File: src/sv/ddp_pkg.sv
// shared types, codes and saturation helpers for the differential drive pid block
// no dependencies; compiled first
`default_nettype none

package ddp_pkg;

  localparam int SPEED_W   = 16;
  localparam int ERR_W     = 17;
  localparam int DERIV_W   = 18;
  localparam int INTEG_W   = 32;
  localparam int DRIVE_W   = 24;
  localparam int GAIN_W    = 17;
  localparam int TRACK_W   = 16;
  localparam int PROD_W    = 33;
  localparam int OPND_W    = 33;
  localparam int ACC_W     = 51;
  localparam int CFG_IDX_W = 8;
  localparam int CFG_DAT_W = 16;
  localparam int STEP_W    = 3;

  localparam int Q_DEPTH   = 2;
  localparam int Q_PTR_W   = 1;
  localparam int Q_CNT_W   = 2;

  localparam logic [CFG_IDX_W-1:0] REG_GAIN_PROP  = 8'd0;
  localparam logic [CFG_IDX_W-1:0] REG_GAIN_INTEG = 8'd1;
  localparam logic [CFG_IDX_W-1:0] REG_GAIN_DERIV = 8'd2;
  localparam logic [CFG_IDX_W-1:0] REG_HALF_TRACK = 8'd3;

  localparam logic MODE_MEAS = 1'b0;
  localparam logic MODE_CMD  = 1'b1;

  // multiplier schedule of the back end, left wheel then right wheel
  localparam logic [STEP_W-1:0] STEP_KP_L = 3'd0;
  localparam logic [STEP_W-1:0] STEP_KI_L = 3'd1;
  localparam logic [STEP_W-1:0] STEP_KD_L = 3'd2;
  localparam logic [STEP_W-1:0] STEP_KP_R = 3'd3;
  localparam logic [STEP_W-1:0] STEP_KI_R = 3'd4;
  localparam logic [STEP_W-1:0] STEP_KD_R = 3'd5;
  localparam logic [STEP_W-1:0] STEP_LAST = 3'd6;

  typedef struct packed {
    logic                      mode;
    logic signed [SPEED_W-1:0] left;
    logic signed [SPEED_W-1:0] right;
  } ddp_item_t;

  typedef struct packed {
    logic [GAIN_W-1:0] kp;
    logic [GAIN_W-1:0] ki;
    logic [GAIN_W-1:0] kd;
  } ddp_gains_t;

  typedef struct packed {
    logic full;
    logic empty;
  } ddp_q_stat_t;

  typedef struct packed {
    logic idle;
    logic load;
  } ddp_back_stat_t;

  typedef enum logic [1:0] {
    B_IDLE,
    B_RUN,
    B_WRITE
  } ddp_state_t;

  function automatic logic signed [SPEED_W-1:0] sat16(input logic signed [33:0] x);
    if (x > 34'sd32767) begin
      return 16'sh7FFF;
    end else if (x < -34'sd32768) begin
      return 16'sh8000;
    end
    return x[SPEED_W-1:0];
  endfunction

  function automatic logic signed [INTEG_W-1:0] sat32(input logic signed [32:0] x);
    if (x > 33'sd2147483647) begin
      return 32'sh7FFFFFFF;
    end else if (x < -33'sd2147483648) begin
      return 32'sh80000000;
    end
    return x[INTEG_W-1:0];
  endfunction

  function automatic logic signed [DRIVE_W-1:0] sat24(input logic signed [ACC_W-1:0] x);
    if (x > 51'sd8388607) begin
      return 24'sh7FFFFF;
    end else if (x < -51'sd8388608) begin
      return 24'sh800000;
    end
    return x[DRIVE_W-1:0];
  endfunction

endpackage

`default_nettype wire

File: src/sv/ddp_queue.sv
// two-entry queue of classified wheel speed items between front and back end
// depends on ddp_pkg
`default_nettype none

module ddp_queue (
  input  wire logic                 clk,
  input  wire logic                 rst,
  input  wire logic                 push,
  input  wire ddp_pkg::ddp_item_t   push_item,
  input  wire logic                 pop,
  output ddp_pkg::ddp_item_t        head,
  output ddp_pkg::ddp_q_stat_t      stat
);

  ddp_pkg::ddp_item_t                mem [ddp_pkg::Q_DEPTH];
  logic [ddp_pkg::Q_PTR_W-1:0]       wr_ptr;
  logic [ddp_pkg::Q_PTR_W-1:0]       rd_ptr;
  logic [ddp_pkg::Q_CNT_W-1:0]       count;
  logic                              do_push;
  logic                              do_pop;

  assign stat.full  = (count == ddp_pkg::Q_CNT_W'(ddp_pkg::Q_DEPTH));
  assign stat.empty = (count == '0);
  assign do_push    = push && !stat.full;
  assign do_pop     = pop && !stat.empty;
  assign head       = mem[rd_ptr];

  always_ff @(posedge clk) begin
    if (rst) begin
      wr_ptr <= '0;
      rd_ptr <= '0;
      count  <= '0;
    end else begin
      if (do_push) begin
        wr_ptr <= wr_ptr + 1'b1;
      end
      if (do_pop) begin
        rd_ptr <= rd_ptr + 1'b1;
      end
      if (do_push && !do_pop) begin
        count <= count + 1'b1;
      end else if (do_pop && !do_push) begin
        count <= count - 1'b1;
      end
    end
  end

  always_ff @(posedge clk) begin
    if (do_push) begin
      mem[wr_ptr] <= push_item;
    end
  end

endmodule

`default_nettype wire

File: src/sv/ddp_front.sv
// front end: takes input transactions, turns body speeds into wheel speeds
// depends on ddp_pkg; feeds ddp_queue
`default_nettype none

module ddp_front #(
  parameter int FRAC_BITS = 12
) (
  input  wire logic                                clk,
  input  wire logic                                rst,
  input  wire logic                                in_valid,
  output logic                                     in_stall,
  input  wire logic                                mode,
  input  wire logic signed [ddp_pkg::SPEED_W-1:0]  linear_speed,
  input  wire logic signed [ddp_pkg::SPEED_W-1:0]  turn_rate,
  input  wire logic [ddp_pkg::TRACK_W-1:0]         half_track,
  input  wire logic                                q_full,
  output logic                                     q_push,
  output ddp_pkg::ddp_item_t                       q_item,
  output logic                                     busy
);

  logic                                v1;
  logic                                mode1;
  logic signed [ddp_pkg::SPEED_W-1:0]  lin1;
  logic signed [ddp_pkg::SPEED_W-1:0]  turn1;
  logic                                v2;
  logic                                mode2;
  logic signed [ddp_pkg::SPEED_W-1:0]  lin2;
  logic signed [ddp_pkg::PROD_W-1:0]   prod2;

  logic                                accept;
  logic                                move1;
  logic signed [ddp_pkg::PROD_W-1:0]   turn_ext;
  logic signed [ddp_pkg::PROD_W-1:0]   track_ext;
  logic signed [ddp_pkg::PROD_W-1:0]   mul;
  logic signed [ddp_pkg::PROD_W-1:0]   delta;
  logic signed [33:0]                  left_w;
  logic signed [33:0]                  right_w;

  assign q_push   = v2 && !q_full;
  assign move1    = v1 && (!v2 || q_push);
  assign in_stall = v1 && !move1;
  assign accept   = in_valid && !in_stall;
  assign busy     = v1 || v2;

  assign turn_ext  = ddp_pkg::PROD_W'(turn1);
  assign track_ext = $signed({{(ddp_pkg::PROD_W-ddp_pkg::TRACK_W){1'b0}}, half_track});
  assign mul       = turn_ext * track_ext;

  // floor shift back to speed format
  assign delta   = prod2 >>> FRAC_BITS;
  assign left_w  = 34'(lin2) - 34'(delta);
  assign right_w = 34'(lin2) + 34'(delta);

  assign q_item.mode  = mode2;
  assign q_item.left  = ddp_pkg::sat16(left_w);
  assign q_item.right = ddp_pkg::sat16(right_w);

  always_ff @(posedge clk) begin
    if (rst) begin
      v1 <= 1'b0;
      v2 <= 1'b0;
    end else begin
      if (accept) begin
        v1 <= 1'b1;
      end else if (move1) begin
        v1 <= 1'b0;
      end
      if (move1) begin
        v2 <= 1'b1;
      end else if (q_push) begin
        v2 <= 1'b0;
      end
    end
  end

  always_ff @(posedge clk) begin
    if (accept) begin
      mode1 <= mode;
      lin1  <= linear_speed;
      turn1 <= turn_rate;
    end
    if (move1) begin
      mode2 <= mode1;
      lin2  <= lin1;
      prod2 <= mul;
    end
  end

endmodule

`default_nettype wire

File: src/sv/ddp_back.sv
// back end: applies measurements and runs both pid loops on one shared multiplier
// depends on ddp_pkg; drains ddp_queue and owns the output register
`default_nettype none

module ddp_back #(
  parameter int FRAC_BITS = 12
) (
  input  wire logic                                clk,
  input  wire logic                                rst,
  input  wire ddp_pkg::ddp_gains_t                 gains,
  input  wire ddp_pkg::ddp_q_stat_t                q_stat,
  input  wire ddp_pkg::ddp_item_t                  q_head,
  output logic                                     q_pop,
  output logic                                     out_valid,
  input  wire logic                                out_stall,
  output logic signed [ddp_pkg::DRIVE_W-1:0]       left_drive,
  output logic signed [ddp_pkg::DRIVE_W-1:0]       right_drive,
  output ddp_pkg::ddp_back_stat_t                  stat
);

  ddp_pkg::ddp_state_t                 state;
  ddp_pkg::ddp_state_t                 state_next;
  logic [ddp_pkg::STEP_W-1:0]          step;
  logic [ddp_pkg::STEP_W-1:0]          step_next;

  logic signed [ddp_pkg::SPEED_W-1:0]  meas_left;
  logic signed [ddp_pkg::SPEED_W-1:0]  meas_right;
  logic signed [ddp_pkg::INTEG_W-1:0]  integ_left;
  logic signed [ddp_pkg::INTEG_W-1:0]  integ_right;
  logic signed [ddp_pkg::ERR_W-1:0]    last_err_left;
  logic signed [ddp_pkg::ERR_W-1:0]    last_err_right;
  logic signed [ddp_pkg::DERIV_W-1:0]  deriv_left;
  logic signed [ddp_pkg::DERIV_W-1:0]  deriv_right;

  logic signed [ddp_pkg::ACC_W-1:0]    prod;
  logic signed [ddp_pkg::ACC_W-1:0]    acc;
  logic signed [ddp_pkg::DRIVE_W-1:0]  hold_left;

  logic                                take_meas;
  logic                                take_cmd;
  logic                                load;
  logic signed [ddp_pkg::ERR_W-1:0]    err_l;
  logic signed [ddp_pkg::ERR_W-1:0]    err_r;
  logic signed [ddp_pkg::DERIV_W-1:0]  d_l;
  logic signed [ddp_pkg::DERIV_W-1:0]  d_r;
  logic signed [ddp_pkg::INTEG_W-1:0]  i_l;
  logic signed [ddp_pkg::INTEG_W-1:0]  i_r;
  logic [ddp_pkg::GAIN_W-1:0]          opnd_gain;
  logic signed [ddp_pkg::OPND_W-1:0]   opnd_val;
  logic signed [ddp_pkg::GAIN_W:0]     gain_s;
  logic signed [ddp_pkg::ACC_W-1:0]    acc_base;
  logic signed [ddp_pkg::ACC_W-1:0]    acc_shift;

  assign err_l = ddp_pkg::ERR_W'(q_head.left) - ddp_pkg::ERR_W'(meas_left);
  assign err_r = ddp_pkg::ERR_W'(q_head.right) - ddp_pkg::ERR_W'(meas_right);
  assign d_l   = ddp_pkg::DERIV_W'(err_l) - ddp_pkg::DERIV_W'(last_err_left);
  assign d_r   = ddp_pkg::DERIV_W'(err_r) - ddp_pkg::DERIV_W'(last_err_right);
  assign i_l   = ddp_pkg::sat32(33'(integ_left) + 33'(err_l));
  assign i_r   = ddp_pkg::sat32(33'(integ_right) + 33'(err_r));

  assign acc_shift = acc >>> FRAC_BITS;
  assign gain_s    = $signed({1'b0, opnd_gain});

  // after the pop, integ and last_err already hold this step's values
  always_comb begin
    opnd_gain = gains.kp;
    opnd_val  = ddp_pkg::OPND_W'(last_err_left);
    unique case (step)
      ddp_pkg::STEP_KP_L: begin
        opnd_gain = gains.kp;
        opnd_val  = ddp_pkg::OPND_W'(last_err_left);
      end
      ddp_pkg::STEP_KI_L: begin
        opnd_gain = gains.ki;
        opnd_val  = ddp_pkg::OPND_W'(integ_left);
      end
      ddp_pkg::STEP_KD_L: begin
        opnd_gain = gains.kd;
        opnd_val  = ddp_pkg::OPND_W'(deriv_left);
      end
      ddp_pkg::STEP_KP_R: begin
        opnd_gain = gains.kp;
        opnd_val  = ddp_pkg::OPND_W'(last_err_right);
      end
      ddp_pkg::STEP_KI_R: begin
        opnd_gain = gains.ki;
        opnd_val  = ddp_pkg::OPND_W'(integ_right);
      end
      ddp_pkg::STEP_KD_R: begin
        opnd_gain = gains.kd;
        opnd_val  = ddp_pkg::OPND_W'(deriv_right);
      end
      default: begin
        opnd_gain = '0;
        opnd_val  = '0;
      end
    endcase
  end

  // a new wheel sum starts from the first product of each wheel
  always_comb begin
    if (step == ddp_pkg::STEP_KI_L || step == ddp_pkg::STEP_KI_R) begin
      acc_base = '0;
    end else begin
      acc_base = acc;
    end
  end

  always_comb begin
    state_next = state;
    step_next  = step;
    take_meas  = 1'b0;
    take_cmd   = 1'b0;
    load       = 1'b0;
    unique case (state)
      ddp_pkg::B_IDLE: begin
        if (!q_stat.empty) begin
          if (q_head.mode == ddp_pkg::MODE_CMD) begin
            take_cmd   = 1'b1;
            step_next  = ddp_pkg::STEP_KP_L;
            state_next = ddp_pkg::B_RUN;
          end else begin
            take_meas = 1'b1;
          end
        end
      end
      ddp_pkg::B_RUN: begin
        step_next = step + 1'b1;
        if (step == ddp_pkg::STEP_LAST) begin
          state_next = ddp_pkg::B_WRITE;
        end
      end
      ddp_pkg::B_WRITE: begin
        if (!out_valid || !out_stall) begin
          load       = 1'b1;
          state_next = ddp_pkg::B_IDLE;
        end
      end
      default: begin
        state_next = ddp_pkg::B_IDLE;
      end
    endcase
  end

  assign q_pop     = take_meas || take_cmd;
  assign stat.idle = (state == ddp_pkg::B_IDLE);
  assign stat.load = load;

  always_ff @(posedge clk) begin
    if (rst) begin
      state          <= ddp_pkg::B_IDLE;
      step           <= '0;
      out_valid      <= 1'b0;
      meas_left      <= '0;
      meas_right     <= '0;
      integ_left     <= '0;
      integ_right    <= '0;
      last_err_left  <= '0;
      last_err_right <= '0;
    end else begin
      state     <= state_next;
      step      <= step_next;
      out_valid <= load || (out_valid && out_stall);
      if (take_meas) begin
        meas_left  <= q_head.left;
        meas_right <= q_head.right;
      end
      if (take_cmd) begin
        integ_left     <= i_l;
        integ_right    <= i_r;
        last_err_left  <= err_l;
        last_err_right <= err_r;
      end
    end
  end

  always_ff @(posedge clk) begin
    if (take_cmd) begin
      deriv_left  <= d_l;
      deriv_right <= d_r;
    end
    if (state == ddp_pkg::B_RUN) begin
      if (step <= ddp_pkg::STEP_KD_R) begin
        prod <= ddp_pkg::ACC_W'(gain_s) * ddp_pkg::ACC_W'(opnd_val);
      end
      if (step != ddp_pkg::STEP_KP_L) begin
        acc <= acc_base + prod;
      end
      if (step == ddp_pkg::STEP_KI_R) begin
        hold_left <= ddp_pkg::sat24(acc_shift);
      end
    end
    if (load) begin
      left_drive  <= hold_left;
      right_drive <= ddp_pkg::sat24(acc_shift);
    end
  end

endmodule

`default_nettype wire

File: src/sv/diff_drive_dual_pid.sv
// top level of the differential drive wheel speed controller with two pid loops
// holds the configuration registers; depends on ddp_pkg, ddp_front, ddp_queue, ddp_back
//
//   channel   handshake            payload
//   input     in_valid / in_stall  mode, linear_speed, turn_rate
//   output    out_valid/ out_stall left_drive, right_drive
//   config    cfg_write            cfg_index, cfg_data
//
// front end takes one transaction every cycle while the queue has room.
// back end: a measurement is taken straight from idle; a command runs the six products
// on the one shared multiplier between its pop and the output load.
// rst is synchronous; there is no clearing pass.
// the output register lets the back end pop the next item while a result is stalled.
`default_nettype none

module diff_drive_dual_pid #(
  parameter int FRAC_BITS = 12
) (
  input  wire logic                                  clk,
  input  wire logic                                  rst,
  input  wire logic                                  in_valid,
  output logic                                       in_stall,
  input  wire logic                                  mode,
  input  wire logic signed [ddp_pkg::SPEED_W-1:0]    linear_speed,
  input  wire logic signed [ddp_pkg::SPEED_W-1:0]    turn_rate,
  output logic                                       out_valid,
  input  wire logic                                  out_stall,
  output logic signed [ddp_pkg::DRIVE_W-1:0]         left_drive,
  output logic signed [ddp_pkg::DRIVE_W-1:0]         right_drive,
  input  wire logic                                  cfg_write,
  input  wire logic [ddp_pkg::CFG_IDX_W-1:0]         cfg_index,
  input  wire logic [ddp_pkg::CFG_DAT_W-1:0]         cfg_data
);

  localparam logic [ddp_pkg::GAIN_W-1:0]  KP_RESET = ddp_pkg::GAIN_W'(1 << FRAC_BITS);
  localparam logic [ddp_pkg::GAIN_W-1:0]  KI_RESET =
    ddp_pkg::GAIN_W'(((1 << FRAC_BITS) + 5) / 10);
  localparam logic [ddp_pkg::GAIN_W-1:0]  KD_RESET =
    ddp_pkg::GAIN_W'(((1 << FRAC_BITS) + 10) / 20);
  localparam logic [ddp_pkg::TRACK_W-1:0] HT_RESET = ddp_pkg::TRACK_W'((1 << FRAC_BITS) / 4);

  ddp_pkg::ddp_gains_t             gains;
  logic [ddp_pkg::TRACK_W-1:0]     half_track;
  ddp_pkg::ddp_item_t              f_item;
  ddp_pkg::ddp_item_t              q_head;
  ddp_pkg::ddp_q_stat_t            q_stat;
  ddp_pkg::ddp_back_stat_t         b_stat;
  logic                            q_push;
  logic                            q_pop;
  logic                            f_busy;

  always_ff @(posedge clk) begin
    if (rst) begin
      gains.kp   <= KP_RESET;
      gains.ki   <= KI_RESET;
      gains.kd   <= KD_RESET;
      half_track <= HT_RESET;
    end else if (cfg_write) begin
      unique case (cfg_index)
        ddp_pkg::REG_GAIN_PROP:  gains.kp   <= {1'b0, cfg_data};
        ddp_pkg::REG_GAIN_INTEG: gains.ki   <= {1'b0, cfg_data};
        ddp_pkg::REG_GAIN_DERIV: gains.kd   <= {1'b0, cfg_data};
        ddp_pkg::REG_HALF_TRACK: half_track <= cfg_data;
        default: ;
      endcase
    end
  end

  ddp_front #(
    .FRAC_BITS (FRAC_BITS)
  ) u_front (
    .clk          (clk),
    .rst          (rst),
    .in_valid     (in_valid),
    .in_stall     (in_stall),
    .mode         (mode),
    .linear_speed (linear_speed),
    .turn_rate    (turn_rate),
    .half_track   (half_track),
    .q_full       (q_stat.full),
    .q_push       (q_push),
    .q_item       (f_item),
    .busy         (f_busy)
  );

  ddp_queue u_queue (
    .clk       (clk),
    .rst       (rst),
    .push      (q_push),
    .push_item (f_item),
    .pop       (q_pop),
    .head      (q_head),
    .stat      (q_stat)
  );

  ddp_back #(
    .FRAC_BITS (FRAC_BITS)
  ) u_back (
    .clk         (clk),
    .rst         (rst),
    .gains       (gains),
    .q_stat      (q_stat),
    .q_head      (q_head),
    .q_pop       (q_pop),
    .out_valid   (out_valid),
    .out_stall   (out_stall),
    .left_drive  (left_drive),
    .right_drive (right_drive),
    .stat        (b_stat)
  );

`ifndef SYNTHESIS
  a_queue_stat: assert property (@(posedge clk) disable iff (rst)
    !(q_stat.full && q_stat.empty))
    else $error("queue reports full and empty at once");

  a_out_from_load: assert property (@(posedge clk) disable iff (rst)
    $rose(out_valid) |-> $past(b_stat.load))
    else $error("result appeared without an output load");

  a_accept_busy: assert property (@(posedge clk) disable iff (rst)
    (in_valid && !in_stall) |=> f_busy)
    else $error("accepted transaction not held by the front end");

  a_pop_idle: assert property (@(posedge clk) disable iff (rst)
    q_pop |-> (b_stat.idle && !q_stat.empty))
    else $error("queue popped outside idle or while empty");
`endif

endmodule

`default_nettype wire
File: config.mk
export PLATFORM = sky130hd
export DESIGN_NAME = diff_drive_dual_pid
export DESIGN_NICKNAME = d
export VERILOG_FILES = /design/src/sv/ddp_pkg.sv /design/src/sv/ddp_queue.sv /design/src/sv/ddp_front.sv /design/src/sv/ddp_back.sv /design/src/sv/diff_drive_dual_pid.sv
export SDC_FILE = /design/constraint.sdc
export NUM_CORES = 2
export LEC_CHECK = 0
export ABC_AREA = 1
export ABC_CLOCK_PERIOD_IN_PS = 14000
export BUFFER_PORTS_ARGS = -buffer_cell sky130_fd_sc_hd__buf_2
export CORE_ASPECT_RATIO = 1.2
export CORE_MARGIN = 5
export CORE_UTILIZATION = 60
export CTS_BUF_LIST = sky130_fd_sc_hd__clkbuf_2 sky130_fd_sc_hd__clkbuf_4 sky130_fd_sc_hd__clkbuf_8
export DETAILED_ROUTE_END_ITERATION = 10
export GPL_TIMING_DRIVEN = 0
export PLACE_DENSITY = 0.77
export SYNTH_ARGS = -nofsm -noshare
export SYNTH_HDL_FRONTEND = slang
export SYNTH_SLANG_ARGS = --single-unit
File: constraint.sdc
create_clock -name clk -period 14 [get_ports clk]
set_clock_uncertainty 0.15 [all_clocks]
set_input_delay 0.7 -clock clk [delete_from_list [all_inputs] [get_ports clk]]
set_output_delay 0.7 -clock clk [all_outputs]
set_load 0.02 [all_outputs]
==> results.yml <==
outcome:
  outcome: "complete, but fails checks"
  violated_checks: "max-slew violations"
sta:
  final_max_slew_viol_count: 7
  rsz0062_at_grt: "no"
  report.final.setup_viol: 0
  slew_hr_pct: -0.964
  fin_crit_sh_pct: 69.0
  worstMarginPinSlew_ns: 1.51
  timing.final.ws_setup_ns: 4.34
  finalSetupTns_ns: 0
  final_hold_viol_count: 0
  fmaxAchievable_mhz: 104
  fin_crit_ns: 9.66
  holdWs_ns: 0.0461
critical_path:
  cpPeakStageDelay_ns: 1.08
  timing.critical_path.from_type: "register"
  reg_to_reg_end: "u_back.prod[24]"
  crit_path_top_delay_cell: "sky130_fd_sc_hd__a221oi_2"
  crit_top_cell: "sky130_fd_sc_hd__nand2_1"
  timing.reg2reg.setup_slack_ns: 4.34
  worstRegToRegCells: 29
  regToRegStartpoint: "u_back.step[1]"
  end_kind: "register"
  arrival_ns: 10.04
  critPathMaxFanout: 10
  timing.critical_path.required_ns: 14.38
  setup.worst_path.class: "register to register"
cts:
  cts_tree: "built"
  clk_latency_ns: 0.79
  cts-root-buf: "sky130_fd_sc_hd__clkbuf_8"
  clk_pin_slew_worst_paths_ns: 0.07
  ctsHtreeMaxLevel: 3
  postCtsSetupRepairBufs: 0
  cts_buffer_depth: 3
  tritoncts.num_buffers: 93
  post_cts.resized_instances: 0
  cts.sink_count: 553
die:
  die-width_um: 303
  initial_core_util_pct: 60.6
  chipHeight_um: 361
  design.portCount: 112
  core_area_sq_um: 102000
  die_area_sq_um: 109000
  core.rowCount: 128
routing:
  drtIter0Drc: 4426
  via_count: 53400
  via_per_inst: 5.61
  wl_per_cell_um: 21.1
  route.final.wire_length_um: 201000
  dr.pass1.iters: 6
  detail_route.drc_violations: 0
  ant_nets: 0
logic_synthesis:
  yosysTopAreaCell: "sky130_fd_sc_hd__fa_1"
  postSynthNetCount: 9032
  synth.cell_area_sq_um: 61700
  synth_enable_flop_cells: 346
  postSynthRegisterBits: 553
  synthCells: 7810
  top_flip_flop_cell_by_instance_count_after_synthesis: "sky130_fd_sc_hd__edfxtp_1"
  netlist-cell-type-count: 66
  synth_area_per_cell_sq_um: 7.90
  share_of_the_synthesized_area_in_the_top_cell_type_pct: 22.6
  sequential_to_total_area_share_from_yosys_stat_pct: 23.6
  synth.cells.most_frequent: "sky130_fd_sc_hd__nand2_1, sky130_fd_sc_hd__inv_1, sky130_fd_sc_hd__nor2_1, sky130_fd_sc_hd__fa_1, sky130_fd_sc_hd__a21oi_1"
  yosysWarnings: 0
  synthMostInstantiatedCell: "sky130_fd_sc_hd__nand2_1"
  ys_async_sr_fraction_pct: 0
  netlist_top_cells_area: "sky130_fd_sc_hd__fa_1, sky130_fd_sc_hd__edfxtp_1, sky130_fd_sc_hd__nand2_1, sky130_fd_sc_hd__inv_1, sky130_fd_sc_hd__ha_1"
place:
  place_worst_setup_slack_ns: 4.45
  finalWeightedCongestion: 1.04
  detailed_place_hpwl_um: 167000
  place.detailed.instances: 9292
  placed_area_sq_um: 64100
  numPortBuffers: 111
global_routing:
  grt_usage_pct: 36.8
  grt.overflow.total: 0
  antenna_violations_before_repair: 6
  grt_pass1_wl_um: 308000
  number_of_global_route_vias_before_repair: 54700
  grt_max_degree: 46
layout:
  num-nets-final: 9282
  post_route_cell_area_sq_um: 66800
  relative_area_change_from_synthesis_to_final_layout_pct: 8.20
  layout-drive-gt1-share_pct: 6.30
  fin_util_pct: 65.5
  post_layout_nonfiller_instances: 9513
  fillerInstances: 8993
power:
  post-layout-total-power_mw: 14.5
  worst_ir_drop_vdd_v: 0.000188
  total_leakage_power_nw: 32.8
  p_per_area_nw_per_um2: 218
worst_hold_path:
  timing.hold.worst_endpoint: "gains[6]"
  min_from: "cfg_data[6]"
  min_delay_path_depth: 3
  worstHoldPathType: "primary input to register"
run:
  max_cap_violations: 0
-- routing by layer --
| metal | global-route usage [%] | share of wire [%] | vias up | wire length (um) |
|---|---|---|---|---|
| met3 | 5.90 | 7.4 | 735 | 14900 |
| met2 | 62.4 | 48 | 2211 | 96000 |
| met1 | 43.1 | 36 | 25500 | 73300 |
| met4 | 24.6 | 8.5 | 2 | 17000 |
| li1 | - | - | 24900 | - |
| met5 | 0 | 0.0065 | - | 13 |
-- registers in the layout, indices dropped and copies added, names as in the netlist, 17 cells and up, named ones only --
| name | count |
|---|---|
| u_back.last_err_left | 17 |
| u_back.integ_right | 32 |
| gains | 48 |
| u_back.right_drive | 24 |
| u_back.acc | 51 |
| u_queue.mem | 66 |
| u_front.prod2 | 21 |
| u_back.integ_left | 32 |
| u_back.prod | 50 |
| u_back.last_err_right | 17 |
| u_back.deriv_right | 18 |
| u_back.hold_left | 24 |
| u_back.left_drive | 24 |
| u_back.deriv_left | 18 |
-- worst max path at each step --
stage / from / endpoint / depth (start not counted)
CTS: u_back.step[1] / u_back.prod[24] / 27
finish: u_back.step[1] / u_back.prod[24] / 29
floorplan: u_back.step[1] / u_back.prod[48] / 30
global route: u_back.step[1] / u_back.prod[36] / 29
detailed placement: u_back.step[1] / u_back.prod[24] / 27
global placement: u_back.step[1] / u_back.prod[36] / 27
-- cell usage in the layout (no fill, tap or decap), drive strengths merged, types with 34 or more instances in the layout --
master	netlist	final
buf	102	219
clkbuf	130	269
nor2	777	777
nand4	50	50
ha	465	465
fa	695	695
nor3	54	54
xnor2	55	55
nand2	1789	1789
dfxtp	207	207
edfxtp	346	346
a31oi	37	37
o21ai	412	412
a21o	34	34
xor2	172	172
nand3	214	214
inv	1579	1583
dlygate4sd3	0	38
a21oi	473	473
-- critical path: cells and delay by family (launching register included) --
family,cells,cell delay (ns)
adder cells (fa/ha/maj),8,3.53
AO/OA/AOI/OAI,4,2.44
AND/OR/NAND/NOR,13,2.35
buffers and inverters,4,0.52
flip-flops,1,0.40
-- layout make-up --
type                       instances  area, sq um  area share (%)
timing repair buffer             155         1060            1.59
tap                             1365         1710            2.56
clock buffer                     139         1730            2.58
buffer                           232         1190            1.79
multi-input combinational       5441        40100            60.0
antenna                            8         20.0          0.0300
clock inverter                    36          498           0.746
inverter                        1584         5950            8.91
sequential                       553        14500            21.8
-- repair_timing --
action / in CTS / in global routing
hold endpoints to repair: 39 / 0
endpoints found under the setup margin: 0 / 0
hold buffers: 38 / 0
-- power by group --
| part | leakage (nW) | switching, mW | internal, mW |
|---|---|---|---|
| clock network | 1.16 | 0.739 | 0.988 |
| registers | 4.89 | 0.191 | 2.37 |
| logic | 26.7 | 6.96 | 3.27 |
-- cells by family after synthesis --
family / after synthesis / share of synthesized area (%)
xor gates and xnor gates: 227 / 3.22
muxes: 2 / 0.0325
buffers and inverters: 1816 / 11.6
adders and majority gates: 1160 / 32.0
and+or+nand+nor: 2934 / 19.2
DFF: 553 / 23.6
AOI/OAI and AO/OA: 1118 / 10.5
Power figures use the tool's default switching activity.
